### config.mk
export PLATFORM = sky130hd
export DESIGN_NAME = refcounted_handle_tracker_top
export DESIGN_NICKNAME = d
export VERILOG_FILES = /design/src/rht_pkg.sv /design/src/refcounted_handle_tracker_top.sv /design/src/rht_ctrl.sv /design/src/rht_datapath.sv
export VERILOG_INCLUDE_DIRS = /design/src /design/src/src
export SDC_FILE = /design/constraint.sdc
export NUM_CORES = 2
export LEC_CHECK = 0
export BUFFER_PORTS_ARGS = -buffer_cell sky130_fd_sc_hd__clkbuf_2
export CAP_MARGIN = 5
export CORE_MARGIN = 1
export CORE_UTILIZATION = 40
export CTS_BUF_LIST = sky130_fd_sc_hd__clkbuf_4
export CTS_CLUSTER_SIZE = 8
export DETAILED_ROUTE_END_ITERATION = 12
export PLACE_DENSITY = 0.62
export SETUP_SLACK_MARGIN = 0.5
export SLEW_MARGIN = 10
export SYNTH_ARGS = -nofsm -noshare
export SYNTH_HDL_FRONTEND = slang
export SYNTH_HIERARCHICAL = 1
export SYNTH_SLANG_ARGS = --single-unit
### constraint.sdc
create_clock -name i_clk -period 12 [get_ports i_clk]
set_input_delay 2.4 -clock i_clk [delete_from_list [all_inputs] [get_ports i_clk]]
set_output_delay 2.4 -clock i_clk [all_outputs]
set_load 0.01 [all_outputs]
### src/refcounted_handle_tracker_top_macros.svh
// ----------------------------------------------------------------------------
// Assertion macros for the reference-counted handle tracker
// Concurrent checks clocked on i_clk and held off while i_rst_n is low.
// ----------------------------------------------------------------------------
`ifndef REFCOUNTED_HANDLE_TRACKER_TOP_MACROS_SVH
`define REFCOUNTED_HANDLE_TRACKER_TOP_MACROS_SVH

`ifndef NO_ASSERTIONS

// Check that an expression holds at every clock edge
`define RHT_ASSERT_HOLDS(lbl, expr, msg) \
    lbl: assert property (@(posedge i_clk) disable iff (!i_rst_n) (expr)) \
        else $error(msg);

// Check that a condition implies a consequence in the same cycle
`define RHT_ASSERT_IMPLIES(lbl, ante, cons, msg) \
    lbl: assert property (@(posedge i_clk) disable iff (!i_rst_n) (ante) |-> (cons)) \
        else $error(msg);

`else

`define RHT_ASSERT_HOLDS(lbl, expr, msg)
`define RHT_ASSERT_IMPLIES(lbl, ante, cons, msg)

`endif

`endif

### src/rht_pkg.sv
// ----------------------------------------------------------------------------
// Handle tracker package
// Operation and status codes, and the command and status bundles that join
// the controller and the datapath.
// ----------------------------------------------------------------------------
package rht_pkg;

    localparam int FUNC_W     = 3;
    localparam int STATUS_W   = 2;
    localparam int HANDLE_W   = 32;
    localparam int COUNT_W    = 16;
    localparam int AMOUNT_W   = 16;

    // Operation codes on the func field
    localparam logic [FUNC_W-1:0] FN_GET   = 3'd0;
    localparam logic [FUNC_W-1:0] FN_SET   = 3'd1;
    localparam logic [FUNC_W-1:0] FN_CLEAR = 3'd2;
    localparam logic [FUNC_W-1:0] FN_INC   = 3'd3;
    localparam logic [FUNC_W-1:0] FN_DEC   = 3'd4;
    localparam logic [FUNC_W-1:0] FN_SUB   = 3'd5;

    // Result status codes
    localparam logic [STATUS_W-1:0] ST_OK        = 2'd0;
    localparam logic [STATUS_W-1:0] ST_NOT_FOUND = 2'd1;
    localparam logic [STATUS_W-1:0] ST_FULL      = 2'd2;
    localparam logic [STATUS_W-1:0] ST_COUNT     = 2'd3;

    // Count update applied by the read-modify-write step
    typedef enum logic [1:0] {
        OP_NONE,
        OP_INC,
        OP_SUB1,
        OP_SUBN
    } t_op;

    typedef struct packed {
        logic capture;    // load the input item
        logic sel_cur;    // point the work slot at the current entry
        logic flag_nf;    // report handle not found
        logic find;       // search the table, insert on miss for set
        logic modify;     // update the count of the work slot
        t_op  op;
        logic make_cur;   // work slot becomes current
        logic clear_cur;  // drop the current mark
        logic emit;       // load the result item
    } t_cmd;

    typedef struct packed {
        logic [FUNC_W-1:0] func;
        logic              in_zero;
        logic              cur_valid;
        logic              cur_same;
        logic              add_ref;
        logic              hit;
        logic              free_avail;
        logic              out_busy;
    } t_stat;

endpackage

### src/refcounted_handle_tracker_top.sv
// ----------------------------------------------------------------------------
// Reference-counted handle tracker
// Items run from prepare to output; a set that replaces a current entry takes
// the longest path (prepare, drop, find, modify, out); a new item waits for
// the last to be emitted. The controller steps one phase per cycle, held in
// out while the result stalls, over the single count read-modify-write path.
// Reset: synchronous, active low; clears slot use bits, the current entry and
// result valid directly, with no clearing pass over the table.
// ----------------------------------------------------------------------------
module refcounted_handle_tracker_top #(
    parameter int TABLE_ENTRIES = 16,
    parameter int COUNT_BITS    = 16,
    parameter int HANDLE_BITS   = 32
) (
    input  logic                         i_clk,
    input  logic                         i_rst_n,
    input  logic                         i_valid,
    output logic                         o_stall,
    input  logic [rht_pkg::FUNC_W-1:0]   i_func,
    input  logic [rht_pkg::HANDLE_W-1:0] i_handle,
    input  logic                         i_add_reference,
    input  logic [rht_pkg::AMOUNT_W-1:0] i_amount,
    output logic                         o_valid,
    input  logic                         i_stall,
    output logic [rht_pkg::STATUS_W-1:0] o_status,
    output logic [rht_pkg::HANDLE_W-1:0] o_current_handle,
    output logic                         o_current_present,
    output logic                         o_released,
    output logic [rht_pkg::HANDLE_W-1:0] o_released_handle,
    output logic [rht_pkg::COUNT_W-1:0]  o_result_count
);

    rht_pkg::t_cmd  cmd;
    rht_pkg::t_stat stat;

    // Sequence each item
    rht_ctrl u_ctrl (
        .i_clk   (i_clk),
        .i_rst_n (i_rst_n),
        .i_valid (i_valid),
        .i_stat  (stat),
        .o_stall (o_stall),
        .o_cmd   (cmd)
    );

    // Hold the table and build the result
    rht_datapath #(
        .TABLE_ENTRIES (TABLE_ENTRIES),
        .COUNT_BITS    (COUNT_BITS),
        .HANDLE_BITS   (HANDLE_BITS)
    ) u_datapath (
        .i_clk             (i_clk),
        .i_rst_n           (i_rst_n),
        .i_cmd             (cmd),
        .o_stat            (stat),
        .i_func            (i_func),
        .i_handle          (i_handle),
        .i_add_reference   (i_add_reference),
        .i_amount          (i_amount),
        .i_stall           (i_stall),
        .o_valid           (o_valid),
        .o_status          (o_status),
        .o_current_handle  (o_current_handle),
        .o_current_present (o_current_present),
        .o_released        (o_released),
        .o_released_handle (o_released_handle),
        .o_result_count    (o_result_count)
    );

endmodule

### src/rht_ctrl.sv
// ----------------------------------------------------------------------------
// Handle tracker controller
// Steps items from prepare to output via drop, find and modify as needed.
// ----------------------------------------------------------------------------
module rht_ctrl (
    input  logic          i_clk,
    input  logic          i_rst_n,
    input  logic          i_valid,
    input  rht_pkg::t_stat i_stat,
    output logic          o_stall,
    output rht_pkg::t_cmd o_cmd
);

    typedef enum logic [2:0] {
        S_IDLE,
        S_PREP,
        S_DROP,
        S_FIND,
        S_MOD,
        S_OUT
    } t_state;

    t_state       r_state, n_state;
    rht_pkg::t_op r_op, n_op;
    logic         r_make_cur, n_make_cur;
    logic         r_clear_cur, n_clear_cur;

    // Take a new item only between sequences
    assign o_stall = (r_state != S_IDLE);

    // Decode the next step and the commands of this one
    always_comb begin
        n_state     = r_state;
        n_op        = r_op;
        n_make_cur  = r_make_cur;
        n_clear_cur = r_clear_cur;
        o_cmd       = '0;
        unique case (r_state)
            S_IDLE: begin
                if (i_valid) begin
                    o_cmd.capture = 1'b1;
                    n_op          = rht_pkg::OP_NONE;
                    n_make_cur    = 1'b0;
                    n_clear_cur   = 1'b0;
                    n_state       = S_PREP;
                end
            end
            S_PREP: begin
                n_state = S_OUT;
                unique case (i_stat.func) inside
                    rht_pkg::FN_GET: begin
                        if (i_stat.cur_valid) begin
                            o_cmd.sel_cur = 1'b1;
                            n_op    = i_stat.add_ref ? rht_pkg::OP_INC : rht_pkg::OP_NONE;
                            n_state = S_MOD;
                        end
                    end
                    rht_pkg::FN_SET: begin
                        if (i_stat.in_zero) begin
                            o_cmd.flag_nf = 1'b1;
                        end else if (i_stat.cur_same) begin
                            o_cmd.sel_cur = 1'b1;
                            n_op    = rht_pkg::OP_NONE;
                            n_state = S_MOD;
                        end else if (i_stat.cur_valid) begin
                            o_cmd.sel_cur = 1'b1;
                            n_state = S_DROP;
                        end else begin
                            n_state = S_FIND;
                        end
                    end
                    rht_pkg::FN_CLEAR: begin
                        if (i_stat.cur_valid) begin
                            o_cmd.sel_cur = 1'b1;
                            n_op        = rht_pkg::OP_SUB1;
                            n_clear_cur = 1'b1;
                            n_state     = S_MOD;
                        end
                    end
                    rht_pkg::FN_INC, rht_pkg::FN_DEC, rht_pkg::FN_SUB: begin
                        n_state = S_FIND;
                    end
                    default: begin
                    end
                endcase
            end
            S_DROP: begin
                // Release the old current entry's reference before the search
                o_cmd.modify    = 1'b1;
                o_cmd.op        = rht_pkg::OP_SUB1;
                o_cmd.clear_cur = 1'b1;
                n_state         = S_FIND;
            end
            S_FIND: begin
                o_cmd.find = 1'b1;
                n_state    = S_OUT;
                if (i_stat.hit || (i_stat.func == rht_pkg::FN_SET && i_stat.free_avail)) begin
                    n_state = S_MOD;
                    unique case (i_stat.func)
                        rht_pkg::FN_SET: begin
                            n_op       = rht_pkg::OP_INC;
                            n_make_cur = 1'b1;
                        end
                        rht_pkg::FN_INC: n_op = rht_pkg::OP_INC;
                        rht_pkg::FN_DEC: n_op = rht_pkg::OP_SUB1;
                        default:         n_op = rht_pkg::OP_SUBN;
                    endcase
                end
            end
            S_MOD: begin
                o_cmd.modify    = 1'b1;
                o_cmd.op        = r_op;
                o_cmd.make_cur  = r_make_cur;
                o_cmd.clear_cur = r_clear_cur;
                n_state         = S_OUT;
            end
            S_OUT: begin
                if (!i_stat.out_busy) begin
                    o_cmd.emit = 1'b1;
                    n_state    = S_IDLE;
                end
            end
            default: begin
                n_state = S_IDLE;
            end
        endcase
    end

    // Hold state and the registered step controls
    always_ff @(posedge i_clk) begin
        if (!i_rst_n) begin
            r_state     <= S_IDLE;
            r_op        <= rht_pkg::OP_NONE;
            r_make_cur  <= 1'b0;
            r_clear_cur <= 1'b0;
        end else begin
            r_state     <= n_state;
            r_op        <= n_op;
            r_make_cur  <= n_make_cur;
            r_clear_cur <= n_clear_cur;
        end
    end

endmodule

### src/rht_datapath.sv
// ----------------------------------------------------------------------------
// Handle tracker datapath
// Handle table with parallel lookup, one count read-modify-write per cycle,
// the current entry mark and the result register.
// ----------------------------------------------------------------------------
`include "refcounted_handle_tracker_top_macros.svh"

module rht_datapath #(
    parameter int TABLE_ENTRIES = 16,
    parameter int COUNT_BITS    = 16,
    parameter int HANDLE_BITS   = 32
) (
    input  logic                            i_clk,
    input  logic                            i_rst_n,
    input  rht_pkg::t_cmd                   i_cmd,
    output rht_pkg::t_stat                  o_stat,
    input  logic [rht_pkg::FUNC_W-1:0]      i_func,
    input  logic [rht_pkg::HANDLE_W-1:0]    i_handle,
    input  logic                            i_add_reference,
    input  logic [rht_pkg::AMOUNT_W-1:0]    i_amount,
    input  logic                            i_stall,
    output logic                            o_valid,
    output logic [rht_pkg::STATUS_W-1:0]    o_status,
    output logic [rht_pkg::HANDLE_W-1:0]    o_current_handle,
    output logic                            o_current_present,
    output logic                            o_released,
    output logic [rht_pkg::HANDLE_W-1:0]    o_released_handle,
    output logic [rht_pkg::COUNT_W-1:0]     o_result_count
);

    localparam int IW = $clog2(TABLE_ENTRIES);
    localparam int SW = (COUNT_BITS > rht_pkg::AMOUNT_W) ? COUNT_BITS : rht_pkg::AMOUNT_W;
    localparam logic [COUNT_BITS-1:0] COUNT_MAX = {COUNT_BITS{1'b1}};

    // Captured item
    logic [rht_pkg::FUNC_W-1:0]   r_func;
    logic [HANDLE_BITS-1:0]       r_h;
    logic                         r_addref;
    logic [rht_pkg::AMOUNT_W-1:0] r_amount;

    // Table and current entry
    logic [TABLE_ENTRIES-1:0]     r_used;
    logic [HANDLE_BITS-1:0]       r_handle [TABLE_ENTRIES];
    logic [COUNT_BITS-1:0]        r_refs   [TABLE_ENTRIES];
    logic [IW-1:0]                r_cur_slot;
    logic                         r_cur_valid;
    logic [HANDLE_BITS-1:0]       r_cur_handle;

    // Work slot and pending result
    logic [IW-1:0]                r_slot;
    logic [rht_pkg::STATUS_W-1:0] r_status;
    logic [COUNT_BITS-1:0]        r_count;
    logic                         r_rel;
    logic [HANDLE_BITS-1:0]       r_rel_handle;
    logic                         r_out_valid;

    logic                         hit;
    logic [IW-1:0]                hit_slot;
    logic                         free_avail;
    logic [IW-1:0]                free_slot;
    logic                         do_insert;

    logic [COUNT_BITS-1:0]        refs_rd;
    logic [SW-1:0]                refs_wide;
    logic [SW-1:0]                sub_n;
    logic [COUNT_BITS-1:0]        refs_new;
    logic                         cnt_err;
    logic                         mod_free;

    // Search all entries; the lowest match and the lowest free slot win
    always_comb begin
        hit        = 1'b0;
        hit_slot   = '0;
        free_avail = 1'b0;
        free_slot  = '0;
        for (int i = TABLE_ENTRIES - 1; i >= 0; i--) begin
            if (r_used[i] && (r_handle[i] == r_h) && (r_h != '0)) begin
                hit      = 1'b1;
                hit_slot = IW'(i);
            end
            if (!r_used[i]) begin
                free_avail = 1'b1;
                free_slot  = IW'(i);
            end
        end
    end

    assign do_insert = !hit && free_avail && (r_func == rht_pkg::FN_SET);

    // Compute the updated count of the work slot, saturating both ways
    always_comb begin
        refs_rd   = r_refs[r_slot];
        refs_wide = SW'(refs_rd);
        sub_n     = (i_cmd.op == rht_pkg::OP_SUB1) ? SW'(1) : SW'(r_amount);
        refs_new  = refs_rd;
        cnt_err   = 1'b0;
        mod_free  = 1'b0;
        case (i_cmd.op)
            rht_pkg::OP_INC: begin
                if (refs_rd == COUNT_MAX) begin
                    cnt_err = 1'b1;
                end else begin
                    refs_new = refs_rd + COUNT_BITS'(1);
                end
            end
            rht_pkg::OP_SUB1, rht_pkg::OP_SUBN: begin
                if (sub_n > refs_wide) begin
                    cnt_err  = 1'b1;
                    refs_new = '0;
                end else begin
                    refs_new = COUNT_BITS'(refs_wide - sub_n);
                end
                mod_free = (refs_new == '0);
            end
            default: begin
            end
        endcase
    end

    // Report to the controller
    always_comb begin
        o_stat.func       = r_func;
        o_stat.in_zero    = (r_h == '0);
        o_stat.cur_valid  = r_cur_valid;
        o_stat.cur_same   = r_cur_valid && (r_cur_handle == r_h);
        o_stat.add_ref    = r_addref;
        o_stat.hit        = hit;
        o_stat.free_avail = free_avail;
        o_stat.out_busy   = r_out_valid && i_stall;
    end

    // Update slot occupancy, the current mark and the result valid
    always_ff @(posedge i_clk) begin
        if (!i_rst_n) begin
            r_used      <= '0;
            r_cur_valid <= 1'b0;
            r_cur_slot  <= '0;
            r_out_valid <= 1'b0;
        end else begin
            if (i_cmd.find && do_insert) begin
                r_used[free_slot] <= 1'b1;
            end
            if (i_cmd.modify) begin
                if (mod_free) begin
                    r_used[r_slot] <= 1'b0;
                end
                if (i_cmd.clear_cur || (mod_free && r_cur_slot == r_slot)) begin
                    r_cur_valid <= 1'b0;
                end
                if (i_cmd.make_cur) begin
                    r_cur_slot  <= r_slot;
                    r_cur_valid <= 1'b1;
                end
            end
            if (i_cmd.emit) begin
                r_out_valid <= 1'b1;
            end else if (!i_stall) begin
                r_out_valid <= 1'b0;
            end
        end
    end

    // Advance item payload, table contents and the result fields
    always_ff @(posedge i_clk) begin
        if (i_cmd.capture) begin
            r_func       <= i_func;
            r_h          <= HANDLE_BITS'(64'(i_handle));
            r_addref     <= i_add_reference;
            r_amount     <= i_amount;
            r_status     <= rht_pkg::ST_OK;
            r_count      <= '0;
            r_rel        <= 1'b0;
            r_rel_handle <= '0;
        end
        if (i_cmd.sel_cur) begin
            r_slot <= r_cur_slot;
        end
        if (i_cmd.flag_nf) begin
            r_status <= rht_pkg::ST_NOT_FOUND;
        end
        if (i_cmd.find) begin
            if (hit) begin
                r_slot <= hit_slot;
            end else if (do_insert) begin
                r_slot              <= free_slot;
                r_handle[free_slot] <= r_h;
                r_refs[free_slot]   <= '0;
            end else begin
                r_count  <= '0;
                r_status <= (r_func == rht_pkg::FN_SET) ? rht_pkg::ST_FULL
                                                        : rht_pkg::ST_NOT_FOUND;
            end
        end
        if (i_cmd.modify) begin
            r_refs[r_slot] <= refs_new;
            r_count        <= mod_free ? '0 : refs_new;
            if (cnt_err) begin
                r_status <= rht_pkg::ST_COUNT;
            end
            if (mod_free) begin
                r_rel        <= 1'b1;
                r_rel_handle <= r_handle[r_slot];
            end
            if (i_cmd.make_cur) begin
                r_cur_handle <= r_h;
            end
        end
        if (i_cmd.emit) begin
            o_status          <= r_status;
            o_current_handle  <= r_cur_valid ? rht_pkg::HANDLE_W'(r_cur_handle) : '0;
            o_current_present <= r_cur_valid;
            o_released        <= r_rel;
            o_released_handle <= r_rel ? rht_pkg::HANDLE_W'(r_rel_handle) : '0;
            o_result_count    <= rht_pkg::COUNT_W'(r_count);
        end
    end

    assign o_valid = r_out_valid;

    // The current mark names a live, mirrored entry; a stalled result is kept
    `RHT_ASSERT_IMPLIES(a_cur_used, r_cur_valid, r_used[r_cur_slot], "current entry not in use")
    `RHT_ASSERT_IMPLIES(a_cur_handle, r_cur_valid,
                        r_handle[r_cur_slot] == r_cur_handle, "current handle copy stale")
    `RHT_ASSERT_HOLDS(a_emit_free, !(i_cmd.emit && r_out_valid && i_stall),
                      "result overwritten while stalled")

endmodule
==> impl_metrics.yaml <==
global_route:
  antenna_found_initial: 15
  grt_max_degree: 58
  grt-ovfl-total: 0
  grt_pass1_wl_mm: 216.2
  grt_pass1_vias: 30290
  grt.total_usage_pct: 24.95
floorplan:
  coreArea_mm2: 0.1187
  initial_core_util_pct: 40.52
  die_y_um: 348.8
  die_w_um: 348.8
  pin_count: 142
  std_cell_rows: 126
  dieArea_mm2: 0.1217
sta:
  whs_ns: 0.4314
  tightestPinTransition_ns: 1.255
  setup-violations-final: 0
  finalCritPeriodShare_pct: 55.56
  timing.final.crit_period_ns: 6.667
  hold_violations: 0
  grt_setup_unrepaired: "false"
  final.setup.tns_ns: 0
  skew_ns: 0.1350
  slew_violations: 0
  relSlewSlack_pct: 15.54
  max_clock_freq_ghz: 0.1500
cells_and_area:
  drive_gt1_share_pct: 27.48
  seq_area_mm2: 0.02980
  nets: 3655
  mostFrequentLayoutCell: "edfxtp_1"
  final_cell_area_mm2: 0.05434
  fillCellCount: 10590
  areaGrowthSynthToFinish_pct: 12.96
  multi_input_area_mm2: 0.01738
  layout_common_cells: "936 x edfxtp_1, 507 x xor2_1, 440 x clkbuf_4"
synthesis:
  yosysWarnings: 6
  yosys.area.top_type: "edfxtp_1"
  avgSynthCellArea_um2: 14.85
  syn_nets: 3313
  ys.flop_type: "edfxtp_1"
  ys_seq_elements: 1020
  synth-edff-count: 936
  syn_area_mm2: 0.04810
  syn_inst: 3239
  synth_top_cell_area_share_pct: 58.43
  synthArstFlopShare_pct: 0
  yosys.cell_types.count: 94
  yosys-top-cells-area: "edfxtp_1 58%, mux4_2 11%, xor2_1 9.2%, dfxtp_1 3.5%, nor2_1 2.5%"
  ys_seq_area_share_pct: 61.92
drt:
  wire_per_inst_um: 28.23
  ant_nets: 0
  drt-initial-drc-count: 3894
  drc: 0
  wirelength_mm: 152.0
  first_pass_iters: 6
  via_per_inst: 5.737
  vias: 30890
cts:
  cts_buffers: 298
  tritoncts: "yes"
  cts_resized: 0
  clk_pin_slew_ns: 0.07
  post_cts_buffers: 0
  clock_path_buffers: 4
  clock_sinks: 1020
  worstSkewPairLatency_ns: 1.25
  cts_hold_buf: 0
  htreeDepth: 5
  cts_root_buf: "clkbuf_4"
place:
  dpl-instance-area_mm2: 0.05077
  numPortBuffers: 141
  place.gp.congestion: 0.9379
  dp_hpwl_mm: 102.9
hold_path:
  worst_hold_path.endpoint: "u_datapath/o_result_count[13]$_DFFE_PP_"
  min_path_type: "reg -> reg"
  min_from: "u_datapath/r_count[13]$_DFF_P_"
  hold_depth: 0
critical_path:
  crit_type: "reg -> reg"
  cp.required_ns: 13.05
  crit_slowest_cell: "dfxtp_4"
  slowest_delay_ns: 0.92
  crit_path_max_fanout: 43
  crit_path_start: "u_datapath/r_slot[0]$_DFF_P_"
  critPathArrivalTime_ns: 7.71
  r2r.worst_path.cells: 16
  worstSetupEndpointType: "flop"
  r2r_slack_ns: 5.33
  crit_top_cell: "buf_4"
  critPathLaunchType: "flop"
  r2r_start: "u_datapath/r_slot[0]$_DFF_P_"
  r2r_end: "u_datapath/r_cur_valid$_SDFFE_PN0P_"
  path_cells: "buf_4 > mux4_2 > a22oi_1 > nand2_1 > ha_1 > o211ai_1 > o211ai_1 > a221oi_1 > o21ai_0 > xor2_1 > or3b_1 > nor4b_1 > buf_4 > o21ai_4 > buf_4 > o41a_1"
power_and_ir_drop:
  p_per_area_mw_per_mm2: 158.5
  ir_drop_v: 0.0001004
  leakage_uw: 0.01929
status:
  outcome: "completed"
run:
  maxCapViolCount: 0
## worst max-delay path by stage
| stage | depth (start not counted) | endpoint |
|---|---|---|
| after detailed placement | 16 | u_datapath/r_cur_valid$_SDFFE_PN0P_ |
| final | 16 | u_datapath/r_cur_valid$_SDFFE_PN0P_ |
| after floorplan | 2 | u_datapath/o_current_handle[0]$_SDFFCE_PN0P_ |
| after global routing | 16 | u_datapath/r_cur_valid$_SDFFE_PN0P_ |
| after CTS | 16 | u_datapath/r_cur_valid$_SDFFE_PN0P_ |
| after global placement | 16 | u_datapath/r_cur_valid$_SDFFE_PN0P_ |
## report_power, final
part | leakage (uW) | internal, uW | switching (uW) | total [uW]
Combinational | 0.00754 | 418 | 960 | 1380
Sequential | 0.00958 | 4010 | 58.1 | 4070
Clock | 0.00216 | 1690 | 1480 | 3170
Total | 0.0193 | 6110 | 2500 | 8610
## logic make-up (layout without fill, tap and decap cells)
logic type | count (synthesis) | in the layout | synth area share, %
XOR/XNOR | 566 | 566 | 10.31
AND/OR/NAND/NOR | 892 | 892 | 9.592
adder cells (fa/ha/maj) | 18 | 18 | 0.4838
other | 0 | 8 | 0
AO/OA/AOI/OAI | 240 | 240 | 3.777
flip-flops | 1020 | 1020 | 61.92
buffers and inverters | 229 | 767 | 2.245
multiplexers | 274 | 274 | 11.67
## metrics by stage
| stage | setup slack (ns) | instances | utilization [%] | power [uW] |
|---|---|---|---|---|
| after floorplan | 3.019 | 3239 | - | 5011 |
| after global placement | 5.379 | 4881 | 42.76 | 5509 |
| after detailed placement | 5.438 | 4881 | 42.76 | 5506 |
| after CTS | 5.378 | 5377 | 45.75 | 8691 |
| after global routing | 4.815 | 5382 | 45.77 | 8980 |
| final | 5.333 | 5385 | 45.77 | 8615 |
## worst max-delay path, delay by kind of cell (launching register included)
kind | cells | cell delay (ns)
DFF | 1 | 0.92
buffers and inverters | 3 | 1.27
muxes | 1 | 0.58
xor gates and xnor gates | 1 | 0.20
AOI/OAI and AO/OA | 7 | 1.99
and+or+nand+nor | 3 | 1.11
adders and majority gates | 1 | 0.40
## cells in the mapped netlist, types with 5 or more instances
| cell | instances |
|---|---|
| dfxtp_1 | 84 |
| clkbuf_1 | 76 |
| inv_1 | 27 |
| o211ai_1 | 11 |
| a22oi_1 | 28 |
| mux4_2 | 226 |
| xor2_1 | 507 |
| o221a_2 | 14 |
| o2bb2ai_1 | 8 |
| ha_1 | 17 |
| nand3_1 | 46 |
| nor4_4 | 9 |
| o21ai_1 | 5 |
| buf_2 | 80 |
| o2111ai_1 | 15 |
| buf_6 | 7 |
| a21oi_1 | 34 |
| xnor2_1 | 59 |
| nor2b_1 | 46 |
| a21boi_0 | 7 |
| buf_1 | 21 |
| nand4_1 | 27 |
| and2_1 | 74 |
| nand2b_1 | 10 |
| nor2_1 | 316 |
| nand2_1 | 132 |
| mux2_2 | 36 |
| nor3_1 | 36 |
| o21ai_0 | 42 |
| a211oi_1 | 8 |
| edfxtp_1 | 936 |
| or4_1 | 9 |
| o21a_1 | 5 |
| mux2i_1 | 12 |
| a221o_1 | 5 |
| nor4_1 | 138 |
| buf_4 | 18 |
| and3_1 | 13 |
## layer usage
metal / part of all wire [%] / global-route usage [%]
met1: 41 / 35.11
met2: 45 / 37.46
met3: 10 / 5.897
met4: 3.2 / 9.327
met5: 0.027 / 0
## flip-flops by register name, summed over array words and instances (netlist names), 2 cells and up
| signal | count |
|---|---|
| u_datapath/r_cur_handle | 32 |
| u_datapath/r_h | 32 |
| u_datapath/r_used | 16 |
| u_datapath/o_result_count | 16 |
| u_datapath/r_slot | 4 |
| u_datapath/o_current_handle | 32 |
| u_datapath/r_cur_slot | 4 |
| u_datapath/o_status | 2 |
| u_datapath/r_func | 3 |
| u_ctrl/r_op | 2 |
| u_ctrl/r_state | 3 |
| u_datapath/r_rel_handle | 32 |
| u_datapath/r_status | 2 |
| u_datapath/r_handle | 512 |
| u_datapath/r_amount | 16 |
| u_datapath/r_refs | 256 |
| u_datapath/o_released_handle | 32 |
| u_datapath/r_count | 16 |
## area by class of cell
| type | count | area share (%) |
|---|---|---|
| diodes | 8 | 0.03684 |
| well taps | 1600 | 3.684 |
| clock inverters | 56 | 0.4536 |
| clock buffers | 440 | 6.079 |
| inverters | 27 | 0.1911 |
| multi-input cells | 1990 | 31.99 |
| repair buffers | 244 | 2.722 |
| flip-flops and latches | 1020 | 54.84 |
(Power assumes the default switching activity.)
